<file path="src/sgr_pkg.sv">
`default_nettype none
package sgr_pkg;

  localparam int unsigned FlagW  = 10;
  localparam int unsigned ColorW = 8;
  localparam int unsigned ValueW = 16;

  typedef struct packed {
    logic              bg_intense;
    logic              bg_extended;
    logic [ColorW-1:0] bg_color;
    logic              fg_intense;
    logic              fg_extended;
    logic [ColorW-1:0] fg_color;
    logic [FlagW-1:0]  style_flags;
  } attr_t;

  typedef enum logic [1:0] {
    ERR_NONE          = 2'd0,
    ERR_UNHANDLED     = 2'd1,
    ERR_BAD_SELECTOR  = 2'd2,
    ERR_VALUE_MISSING = 2'd3
  } err_e;

  // pending extended color, one-hot
  typedef enum logic [4:0] {
    PH_IDLE   = 5'b00001,
    PH_FG_SEL = 5'b00010,
    PH_FG_IDX = 5'b00100,
    PH_BG_SEL = 5'b01000,
    PH_BG_IDX = 5'b10000
  } phase_e;

  // style flag masks
  localparam logic [FlagW-1:0] FLAG_BOLD      = 10'h001;
  localparam logic [FlagW-1:0] FLAG_FAINT     = 10'h002;
  localparam logic [FlagW-1:0] FLAG_ITALIC    = 10'h004;
  localparam logic [FlagW-1:0] FLAG_UNDERLINE = 10'h008;
  localparam logic [FlagW-1:0] FLAG_BLINKS    = 10'h030;
  localparam logic [FlagW-1:0] FLAG_INVERSE   = 10'h040;
  localparam logic [FlagW-1:0] FLAG_INVISIBLE = 10'h080;
  localparam logic [FlagW-1:0] FLAG_STRIKE    = 10'h100;
  localparam logic [FlagW-1:0] FLAG_FRAKTUR   = 10'h200;

  // SGR codes
  localparam logic [ValueW-1:0] SGR_RESET       = 16'd0;
  localparam logic [ValueW-1:0] SGR_FLAG_FIRST  = 16'd1;
  localparam logic [ValueW-1:0] SGR_ITALIC      = 16'd3;
  localparam logic [ValueW-1:0] SGR_FLAG_LAST   = 16'd9;
  localparam logic [ValueW-1:0] SGR_FRAKTUR     = 16'd20;
  localparam logic [ValueW-1:0] SGR_NO_BOLD     = 16'd21;
  localparam logic [ValueW-1:0] SGR_NORMAL      = 16'd22;
  localparam logic [ValueW-1:0] SGR_NO_ITALIC   = 16'd23;
  localparam logic [ValueW-1:0] SGR_NO_UNDER    = 16'd24;
  localparam logic [ValueW-1:0] SGR_NO_BLINK    = 16'd25;
  localparam logic [ValueW-1:0] SGR_NO_INVERSE  = 16'd27;
  localparam logic [ValueW-1:0] SGR_NO_INVIS    = 16'd28;
  localparam logic [ValueW-1:0] SGR_NO_STRIKE   = 16'd29;
  localparam logic [ValueW-1:0] SGR_FG_BASE     = 16'd30;
  localparam logic [ValueW-1:0] SGR_FG_EXT      = 16'd38;
  localparam logic [ValueW-1:0] SGR_FG_DEFAULT  = 16'd39;
  localparam logic [ValueW-1:0] SGR_BG_BASE     = 16'd40;
  localparam logic [ValueW-1:0] SGR_BG_EXT      = 16'd48;
  localparam logic [ValueW-1:0] SGR_BG_DEFAULT  = 16'd49;
  localparam logic [ValueW-1:0] SGR_FGI_BASE    = 16'd90;
  localparam logic [ValueW-1:0] SGR_FGI_EXT     = 16'd98;
  localparam logic [ValueW-1:0] SGR_FGI_DEFAULT = 16'd99;
  localparam logic [ValueW-1:0] SGR_BGI_BASE    = 16'd100;
  localparam logic [ValueW-1:0] SGR_BGI_EXT     = 16'd108;
  localparam logic [ValueW-1:0] SGR_BGI_DEFAULT = 16'd109;
  localparam logic [ValueW-1:0] SGR_SEL_PALETTE = 16'd5;
  localparam logic [ValueW-1:0] SGR_COLOR_SPAN  = 16'd7;
  localparam logic [ValueW-1:0] COLOR_MAX       = 16'd255;

endpackage
`default_nettype wire

</file>
<file path="src/sgr_if.sv">
`default_nettype none
interface sgr_in_if;
  logic        valid;
  logic        ready;
  logic [15:0] param_value;
  logic        last_in_sequence;
  logic        empty_sequence;

  modport source (output valid, param_value, last_in_sequence, empty_sequence, input ready);
  modport sink   (input valid, param_value, last_in_sequence, empty_sequence, output ready);
endinterface

interface sgr_out_if;
  logic       valid;
  logic       ready;
  logic [9:0] style_flags;
  logic [7:0] fg_color;
  logic       fg_extended;
  logic       fg_intense;
  logic [7:0] bg_color;
  logic       bg_extended;
  logic       bg_intense;
  logic [1:0] error_code;

  modport source (output valid, style_flags, fg_color, fg_extended, fg_intense,
                  bg_color, bg_extended, bg_intense, error_code, input ready);
  modport sink   (input valid, style_flags, fg_color, fg_extended, fg_intense,
                  bg_color, bg_extended, bg_intense, error_code, output ready);
endinterface
`default_nettype wire

</file>
<file path="src/sgr_attribute_decoder_core.sv">
`default_nettype none
// SGR attribute decoder: takes one SGR parameter per transaction and returns
// the full attribute set after it, plus an error code, one result per
// parameter. Throughput is one parameter per clock unless stalled; results are
// valid the cycle after acceptance. The attribute and extended-color state is
// updated in the same cycle the parameter is accepted, and the result sits in
// an output register, so input is taken whenever that register is empty or
// being drained. Reset leaves all flags clear and both colors at the default.
module sgr_attribute_decoder_core #(
  parameter int unsigned COLOR_BLACK_INDEX   = 1,
  parameter int unsigned COLOR_DEFAULT_INDEX = 0,
  parameter bit          ITALIC_SUPPORTED    = 1'b1
) (
  input  wire        clk_i,
  input  wire        rst_ni,
  sgr_in_if.sink     param_i,
  sgr_out_if.source  attr_o
);
  import sgr_pkg::*;

  localparam logic [ColorW-1:0] DefColor   = ColorW'(COLOR_DEFAULT_INDEX);
  localparam logic [ColorW-1:0] BlackColor = ColorW'(COLOR_BLACK_INDEX);
  localparam logic [FlagW-1:0]  ItalicMask = ITALIC_SUPPORTED ? FLAG_ITALIC : '0;
  localparam attr_t DefAttr = '{bg_intense: 1'b0, bg_extended: 1'b0, bg_color: DefColor,
                                fg_intense: 1'b0, fg_extended: 1'b0, fg_color: DefColor,
                                style_flags: '0};

  attr_t  attr_q, attr_d;
  phase_e phase_q, phase_d;
  err_e   err_d;
  attr_t  res_attr_q;
  err_e   res_err_q;
  logic   out_valid_q;

  logic              in_fire;
  logic [ValueW-1:0] v;
  logic              last;
  logic [ColorW-1:0] pal_idx;
  logic [3:0]        flag_pos;

  assign in_fire       = param_i.valid && param_i.ready;
  assign param_i.ready = !out_valid_q || attr_o.ready;
  assign v             = param_i.param_value;
  assign last          = param_i.last_in_sequence;
  assign pal_idx       = (v > COLOR_MAX) ? ColorW'(COLOR_MAX) : v[ColorW-1:0];
  assign flag_pos      = v[3:0] - 4'd1;

  always_comb begin
    attr_d  = attr_q;
    phase_d = PH_IDLE;
    err_d   = ERR_NONE;
    if (param_i.empty_sequence) begin
      attr_d = DefAttr;
    end else begin
      case (phase_q)
        PH_FG_SEL, PH_BG_SEL: begin
          if (v != SGR_SEL_PALETTE) begin
            err_d = ERR_BAD_SELECTOR;
          end else if (last) begin
            err_d = ERR_VALUE_MISSING;
          end else begin
            phase_d = (phase_q == PH_FG_SEL) ? PH_FG_IDX : PH_BG_IDX;
          end
        end
        PH_FG_IDX: begin
          attr_d.fg_color    = pal_idx;
          attr_d.fg_extended = 1'b1;
        end
        PH_BG_IDX: begin
          attr_d.bg_color    = pal_idx;
          attr_d.bg_extended = 1'b1;
        end
        default: begin
          if (v == SGR_RESET) begin
            attr_d = DefAttr;
          end else if (v >= SGR_FLAG_FIRST && v <= SGR_FLAG_LAST) begin
            if (v == SGR_ITALIC) begin
              attr_d.style_flags = attr_q.style_flags | ItalicMask;
            end else begin
              attr_d.style_flags[flag_pos] = 1'b1;
            end
          end else begin
            case (v)
              SGR_FRAKTUR:    attr_d.style_flags = attr_q.style_flags | FLAG_FRAKTUR;
              SGR_NO_BOLD:    attr_d.style_flags = attr_q.style_flags & ~FLAG_BOLD;
              SGR_NORMAL:     attr_d.style_flags = attr_q.style_flags & ~(FLAG_BOLD | FLAG_FAINT);
              SGR_NO_ITALIC:
                attr_d.style_flags = attr_q.style_flags & ~(FLAG_FRAKTUR | ItalicMask);
              SGR_NO_UNDER:   attr_d.style_flags = attr_q.style_flags & ~FLAG_UNDERLINE;
              SGR_NO_BLINK:   attr_d.style_flags = attr_q.style_flags & ~FLAG_BLINKS;
              SGR_NO_INVERSE: attr_d.style_flags = attr_q.style_flags & ~FLAG_INVERSE;
              SGR_NO_INVIS:   attr_d.style_flags = attr_q.style_flags & ~FLAG_INVISIBLE;
              SGR_NO_STRIKE:  attr_d.style_flags = attr_q.style_flags & ~FLAG_STRIKE;
              SGR_FG_EXT, SGR_FGI_EXT: begin
                attr_d.fg_intense = (v == SGR_FGI_EXT);
                if (last) err_d = ERR_BAD_SELECTOR;
                else phase_d = PH_FG_SEL;
              end
              SGR_BG_EXT, SGR_BGI_EXT: begin
                attr_d.bg_intense = (v == SGR_BGI_EXT);
                if (last) err_d = ERR_BAD_SELECTOR;
                else phase_d = PH_BG_SEL;
              end
              SGR_FG_DEFAULT, SGR_FGI_DEFAULT: begin
                attr_d.fg_color    = DefColor;
                attr_d.fg_extended = 1'b0;
                attr_d.fg_intense  = (v == SGR_FGI_DEFAULT);
              end
              SGR_BG_DEFAULT, SGR_BGI_DEFAULT: begin
                attr_d.bg_color    = DefColor;
                attr_d.bg_extended = 1'b0;
                attr_d.bg_intense  = (v == SGR_BGI_DEFAULT);
              end
              default: begin
                if (v >= SGR_FG_BASE && v <= SGR_FG_BASE + SGR_COLOR_SPAN) begin
                  attr_d.fg_color    = v[ColorW-1:0] - SGR_FG_BASE[ColorW-1:0] + BlackColor;
                  attr_d.fg_extended = 1'b0;
                  attr_d.fg_intense  = 1'b0;
                end else if (v >= SGR_BG_BASE && v <= SGR_BG_BASE + SGR_COLOR_SPAN) begin
                  attr_d.bg_color    = v[ColorW-1:0] - SGR_BG_BASE[ColorW-1:0] + BlackColor;
                  attr_d.bg_extended = 1'b0;
                  attr_d.bg_intense  = 1'b0;
                end else if (v >= SGR_FGI_BASE && v <= SGR_FGI_BASE + SGR_COLOR_SPAN) begin
                  attr_d.fg_color    = v[ColorW-1:0] - SGR_FGI_BASE[ColorW-1:0] + BlackColor;
                  attr_d.fg_extended = 1'b0;
                  attr_d.fg_intense  = 1'b1;
                end else if (v >= SGR_BGI_BASE && v <= SGR_BGI_BASE + SGR_COLOR_SPAN) begin
                  attr_d.bg_color    = v[ColorW-1:0] - SGR_BGI_BASE[ColorW-1:0] + BlackColor;
                  attr_d.bg_extended = 1'b0;
                  attr_d.bg_intense  = 1'b1;
                end else begin
                  err_d = ERR_UNHANDLED;
                end
              end
            endcase
          end
        end
      endcase
    end
    // a sequence never carries a pending extended color past its end
    if (last) phase_d = PH_IDLE;
  end

  always_ff @(posedge clk_i or negedge rst_ni) begin
    if (!rst_ni) begin
      attr_q      <= DefAttr;
      phase_q     <= PH_IDLE;
      out_valid_q <= 1'b0;
    end else begin
      if (in_fire) begin
        attr_q  <= attr_d;
        phase_q <= phase_d;
      end
      if (in_fire) out_valid_q <= 1'b1;
      else if (attr_o.ready) out_valid_q <= 1'b0;
    end
  end

  always_ff @(posedge clk_i) begin
    if (in_fire) begin
      res_attr_q <= attr_d;
      res_err_q  <= err_d;
    end
  end

  assign attr_o.valid       = out_valid_q;
  assign attr_o.style_flags = res_attr_q.style_flags;
  assign attr_o.fg_color    = res_attr_q.fg_color;
  assign attr_o.fg_extended = res_attr_q.fg_extended;
  assign attr_o.fg_intense  = res_attr_q.fg_intense;
  assign attr_o.bg_color    = res_attr_q.bg_color;
  assign attr_o.bg_extended = res_attr_q.bg_extended;
  assign attr_o.bg_intense  = res_attr_q.bg_intense;
  assign attr_o.error_code  = res_err_q;

  a_last_idle: assert property (@(posedge clk_i) disable iff (!rst_ni)
    in_fire && param_i.last_in_sequence |=> phase_q == PH_IDLE)
    else $error("extended color pending after last parameter");

  a_empty_resets: assert property (@(posedge clk_i) disable iff (!rst_ni)
    in_fire && param_i.empty_sequence |=> attr_q == DefAttr && res_err_q == ERR_NONE)
    else $error("empty sequence did not reset attributes");

  a_result_follows: assert property (@(posedge clk_i) disable iff (!rst_ni)
    in_fire |=> out_valid_q && res_attr_q == attr_q)
    else $error("result register out of step with attribute state");

endmodule
`default_nettype wire
</file>
<file path="src/flat_wrapper.sv">
// flat-port wrapper written by rule: the top's interface ports become plain ports
module sgr_attribute_decoder_core_flat import sgr_pkg::*;
#(
  parameter int unsigned COLOR_BLACK_INDEX   = 1,
  parameter int unsigned COLOR_DEFAULT_INDEX = 0,
  parameter bit          ITALIC_SUPPORTED    = 1'b1
)
  (clk_i, rst_ni, param_i_valid, param_i_param_value, param_i_last_in_sequence, param_i_empty_sequence, param_i_ready, attr_o_valid, attr_o_style_flags, attr_o_fg_color, attr_o_fg_extended, attr_o_fg_intense, attr_o_bg_color, attr_o_bg_extended, attr_o_bg_intense, attr_o_error_code, attr_o_ready);
  sgr_in_if param_i_i ();
  sgr_out_if attr_o_i ();
  input  wire clk_i;
  input  wire rst_ni;
  input wire logic [$bits(param_i_i.valid)-1:0] param_i_valid;
  input wire logic [$bits(param_i_i.param_value)-1:0] param_i_param_value;
  input wire logic [$bits(param_i_i.last_in_sequence)-1:0] param_i_last_in_sequence;
  input wire logic [$bits(param_i_i.empty_sequence)-1:0] param_i_empty_sequence;
  output wire logic [$bits(param_i_i.ready)-1:0] param_i_ready;
  output wire logic [$bits(attr_o_i.valid)-1:0] attr_o_valid;
  output wire logic [$bits(attr_o_i.style_flags)-1:0] attr_o_style_flags;
  output wire logic [$bits(attr_o_i.fg_color)-1:0] attr_o_fg_color;
  output wire logic [$bits(attr_o_i.fg_extended)-1:0] attr_o_fg_extended;
  output wire logic [$bits(attr_o_i.fg_intense)-1:0] attr_o_fg_intense;
  output wire logic [$bits(attr_o_i.bg_color)-1:0] attr_o_bg_color;
  output wire logic [$bits(attr_o_i.bg_extended)-1:0] attr_o_bg_extended;
  output wire logic [$bits(attr_o_i.bg_intense)-1:0] attr_o_bg_intense;
  output wire logic [$bits(attr_o_i.error_code)-1:0] attr_o_error_code;
  input wire logic [$bits(attr_o_i.ready)-1:0] attr_o_ready;
  assign param_i_i.valid = param_i_valid;
  assign param_i_i.param_value = param_i_param_value;
  assign param_i_i.last_in_sequence = param_i_last_in_sequence;
  assign param_i_i.empty_sequence = param_i_empty_sequence;
  assign param_i_ready = param_i_i.ready;
  assign attr_o_valid = attr_o_i.valid;
  assign attr_o_style_flags = attr_o_i.style_flags;
  assign attr_o_fg_color = attr_o_i.fg_color;
  assign attr_o_fg_extended = attr_o_i.fg_extended;
  assign attr_o_fg_intense = attr_o_i.fg_intense;
  assign attr_o_bg_color = attr_o_i.bg_color;
  assign attr_o_bg_extended = attr_o_i.bg_extended;
  assign attr_o_bg_intense = attr_o_i.bg_intense;
  assign attr_o_error_code = attr_o_i.error_code;
  assign attr_o_i.ready = attr_o_ready;
  sgr_attribute_decoder_core #(.COLOR_BLACK_INDEX(COLOR_BLACK_INDEX), .COLOR_DEFAULT_INDEX(COLOR_DEFAULT_INDEX), .ITALIC_SUPPORTED(ITALIC_SUPPORTED)) u_core (.clk_i(clk_i), .rst_ni(rst_ni), .param_i(param_i_i), .attr_o(attr_o_i));
endmodule
</file>
<file path="config.mk">
export PLATFORM = sky130hd
export DESIGN_NAME = sgr_attribute_decoder_core_flat
export DESIGN_NICKNAME = d
export VERILOG_FILES = /design/src/sgr_pkg.sv /design/src/sgr_if.sv /design/src/sgr_attribute_decoder_core.sv /design/src/flat_wrapper.sv
export SDC_FILE = /design/constraint.sdc
export NUM_CORES = 1
export LEC_CHECK = 0
export BUFFER_PORTS_ARGS = -buffer_cell sky130_fd_sc_hd__buf_2
export CELL_PAD_IN_SITES_DETAIL_PLACEMENT = 2
export CELL_PAD_IN_SITES_GLOBAL_PLACEMENT = 2
export CORE_MARGIN = 5
export CORE_UTILIZATION = 36
export DETAILED_ROUTE_END_ITERATION = 7
export PLACE_DENSITY = 0.8
export SKIP_CTS_REPAIR_TIMING = 1
export SLEW_MARGIN = 15
export SYNTH_ARGS = -nofsm -noshare
export SYNTH_HDL_FRONTEND = slang
export SYNTH_SLANG_ARGS = --single-unit
</file>
<file path="constraint.sdc">
create_clock -name clk_i -period 3.6 [get_ports clk_i]
set_clock_uncertainty 0.15 [all_clocks]
set_input_delay 0.18 -clock clk_i [delete_from_list [all_inputs] [get_ports clk_i]]
set_output_delay 0.18 -clock clk_i [all_outputs]
set_load 0.02 [all_outputs]
</file>
==> flow_summary_export.csv <==
group,metric,value,unit
floorplan,rows,41,
min_path,min_path_cells,3,
sta,hold_viol_final,0,
floorplan,die_h,123,µm
synthesis,syn_inst,515,
synthesis,async_reset_ff_frac,0.529,
worst_setup_path,criticalPathCategory,"reg -> reg",
global_route,track_usage,0.256,
global_route,grt_max_degree,37,
drt,routed_wl,18500,µm
synthesis,netlist_area,4570,µm²
drt,antenna_left,0,
synthesis,ys_warn_count,0,
drt,drt-pass1-iter-count,5,
clock_tree,clk_pin_slew,60,ps
global_route,grt_first_pass_wirelength,28800,µm
drt,drc,0,
synthesis,synth_cell_types,83,
placement,globalplace.congestion,0.949,
placement,portBuffers,55,
sta,setup_viol,0,
finish,post-route-util,0.423,
min_path,hold_path_class,"in -> reg",
clock_tree,cts_tree,"built",
global_route,grt_remaining_overflow,0,
floorplan,die_x,123,µm
worst_setup_path,required,3520,ps
clock_tree,cts_buffer_depth,2,
worst_setup_path,rrSetupSlack,310,ps
global_route,antenna_found_initial,0,
worst_setup_path,cp_cell_sequence,"nor4b_2 -> a211oi_1 -> nor2_1 -> nor2_1 -> o221a_1 -> a211oi_1 -> nor2_1",
sta,tns,0,ps
worst_setup_path,cp.arrival,3210,ps
clock_tree,cts_made_buffers,9,
finish,synthToLayoutAreaGrowth,16.0,%
drt,via_count,4505,
floorplan,die_area,15000,µm²
job,maxCapViolCount,0,
synthesis,syn_nets,545,
sta,fin_crit,3290,ps
run_status,status,"completed",
sta,grt_setup_unrepaired,"false",
worst_setup_path,cp_max_fo,10,
worst_setup_path,r2r_cells,7,
finish,final_nets,593,
finish,drive_gt1_frac,0.215,
sta,relSlewSlack,0.251,
synthesis,synth_area_per_cell,8.87,µm²
synthesis,synthMuxAreaShare,0.0219,
synthesis,synthSimpleGateAreaFrac,0.270,
placement,place_inst,722,
synthesis,yosys.area_share.adder,0.0219,
global_route,grt_pass1_vias,4851,
floorplan,core-area,12500,µm²
finish,antennaDiodeCount,0,
sta,timing.final.crit_share,0.914,
drt,vias_per_cell,6.09,
worst_setup_path,setup.worst_path.end_class,"register",
power,p_per_area,385,nW/µm²
sta,final_max_slew_viol_count,0,
synthesis,synth-compound-area-share,0.213,
worst_setup_path,crit_slowest_cell,"nor2_1",
power,leakagePower,2.10,nW
drt,drtIter0Drc,393,
worst_setup_path,cpMostUsedCell,"nor2_1",
worst_setup_path,critical-path-max-stage-delay,870,ps
synthesis,ys_ff_latch,68,
clock_tree,cts_root_buf,"clkbuf_16",
synthesis,synth_xor_area_frac,0.0153,
placement,dpl.hpwl,13500,µm
clock_tree,clk_latency,340,ps
floorplan,ioPinCount,56,
synthesis,synth_edf_count,32,
synthesis,synth_flop_cell,"dfrtp_1",
drt,wl_per_cell,24.9,µm
power,irDropWorstVdd,206,µV
synthesis,yosysSeqAreaShare,0.408,
clock_tree,cts_num_sinks,68,
worst_setup_path,worst_setup_path_start_kind,"register",
synthesis,synth_top_family_by_area,"simple AND/OR/NAND/NOR gates",
sta,fmax,0.304,GHz
clock_tree,htree_levels,3,
sta,worst_pin_slew,1120,ps
floorplan,start_util,0.365,
finish,final_cells,740,
## cell usage in the layout, fill, tap and decap left out, types with 9 or more instances in the layout
cell,Yosys,final
nor4_1,9,9
dfrtp_1,35,35
nand2b_1,10,10
o21ai_0,31,31
nand4_1,9,9
nand3_1,15,15
buf_4,1,15
a21oi_1,40,40
inv_1,10,9
a31oi_1,13,13
clkbuf_16,0,9
nand2_1,48,48
buf_2,11,55
nor3_1,13,13
edfxtp_1,32,32
nor2_1,68,68
a22oi_1,9,9
## worst max-delay path, delay by kind of cell, from the launching register on
kind	cells	cell delay, ps
AO/OA/AOI/OAI	3	790
AND/OR/NAND/NOR	4	1590
flip-flops	1	490
## cell type report
cell class / instances / area (µm²)
Fill cell: 1417 / 7220
Clock inverter: 4 / 48.8
Clock buffer: 12 / 246
Multi-Input combinational cell: 402 / 2480
Tap cell: 172 / 215
Timing Repair Buffer: 72 / 408
Sequential cell: 68 / 1860
Inverter: 10 / 37.5
## metrics by stage
step,setup slack [ps],area [µm²],total power (W),hold WS [ps]
global placement,497,4980,0.00114,223
detailed placement,433,4980,0.00115,222
global route,155,5300,0.00211,26.5
finish,309,5300,0.00204,7.51
floorplan,594,4570,0.00105,-266
CTS,347,5280,0.00205,-134
## power by group
part / switching [W] / total, W / internal [W]
sequential: 0.0000163 / 0.000865 / 0.000849
clock: 0.000345 / 0.000899 / 0.000555
combinational: 0.000196 / 0.000277 / 0.0000809
total: 0.000557 / 0.00204 / 0.00148
## metal layers
layer | GRT usage | up-vias | wire, µm
met4 | 0.0756 | 0 | 376
met5 | 0 | - | 0
met3 | 0.0548 | 35 | 1060
li1 | - | 2013 | -
met2 | 0.427 | 148 | 8960
met1 | 0.334 | 2309 | 8060
## flip-flops by register name, indices dropped and copies added, names as in the netlist
signal,cells
u_core.attr_o.fg_color,8
u_core.attr_o.bg_extended,1
u_core.attr_o.valid,1
u_core.attr_o.bg_color,8
u_core.phase_q,5
u_core.attr_q,30
u_core.attr_o.fg_intense,1
u_core.attr_o.fg_extended,1
u_core.attr_o.error_code,2
u_core.attr_o.style_flags,10
u_core.attr_o.bg_intense,1
## final timing paths
check,startpoint,endpoint
setup / recovery,u_core.phase_q[1],u_core.attr_o.bg_color[3]
hold / removal,attr_o_ready,u_core.attr_o.valid
setup reg to reg,u_core.phase_q[1],u_core.attr_o.bg_color[3]
hold reg to reg,u_core.attr_q[8],u_core.attr_q[8]
max in group asynchronous,rst_ni,u_core.attr_o.valid
min in group asynchronous,rst_ni,u_core.attr_q[22]
## kinds of logic (layout without fill, tap and decap cells)
family,after synthesis,in the layout
flops,68,68
xor+xnor,8,8
mux,9,9
compound gates,152,152
fa+ha+maj,8,8
simple gates,225,225
buf+inv,45,98
## Yosys cell counts (all sizes together) (2+ instances only)
cell | n | share of area
nor2 | 69 | 0.057
nand2 | 49 | 0.041
a21oi | 41 | 0.046
o21ai | 37 | 0.041
dfrtp | 35 | 0.19
edfxtp | 32 | 0.21
nor3 | 19 | 0.030
clkbuf | 18 | 0.017
nand3 | 16 | 0.019
buf | 15 | 0.020
a31oi | 13 | 0.018
nor4 | 12 | 0.026
inv | 10 | 0.0082
nand2b | 10 | 0.014
nand4 | 10 | 0.015
a22oi | 9 | 0.015
a211oi | 8 | 0.014
ha | 8 | 0.022
mux2 | 8 | 0.020
nor2b | 7 | 0.0096
o31ai | 7 | 0.012
and3 | 5 | 0.0071
o22ai | 5 | 0.0068
xnor2 | 5 | 0.0096
and2 | 4 | 0.0060
nor4b | 4 | 0.0090
o211ai | 4 | 0.0066
or2 | 4 | 0.0055
or4 | 4 | 0.0082
a21boi | 3 | 0.0049
and4 | 3 | 0.0063
o2bb2ai | 3 | 0.0058
o41ai | 3 | 0.0058
xor2 | 3 | 0.0058
a21o | 2 | 0.0036
a221oi | 2 | 0.0038
a2bb2oi | 2 | 0.0038
nand3b | 2 | 0.0033
nand4b | 2 | 0.0038
o221ai | 2 | 0.0038
o32ai | 2 | 0.0038
or4b | 2 | 0.0044
Note: power is estimated with default switching activity, not from simulation.
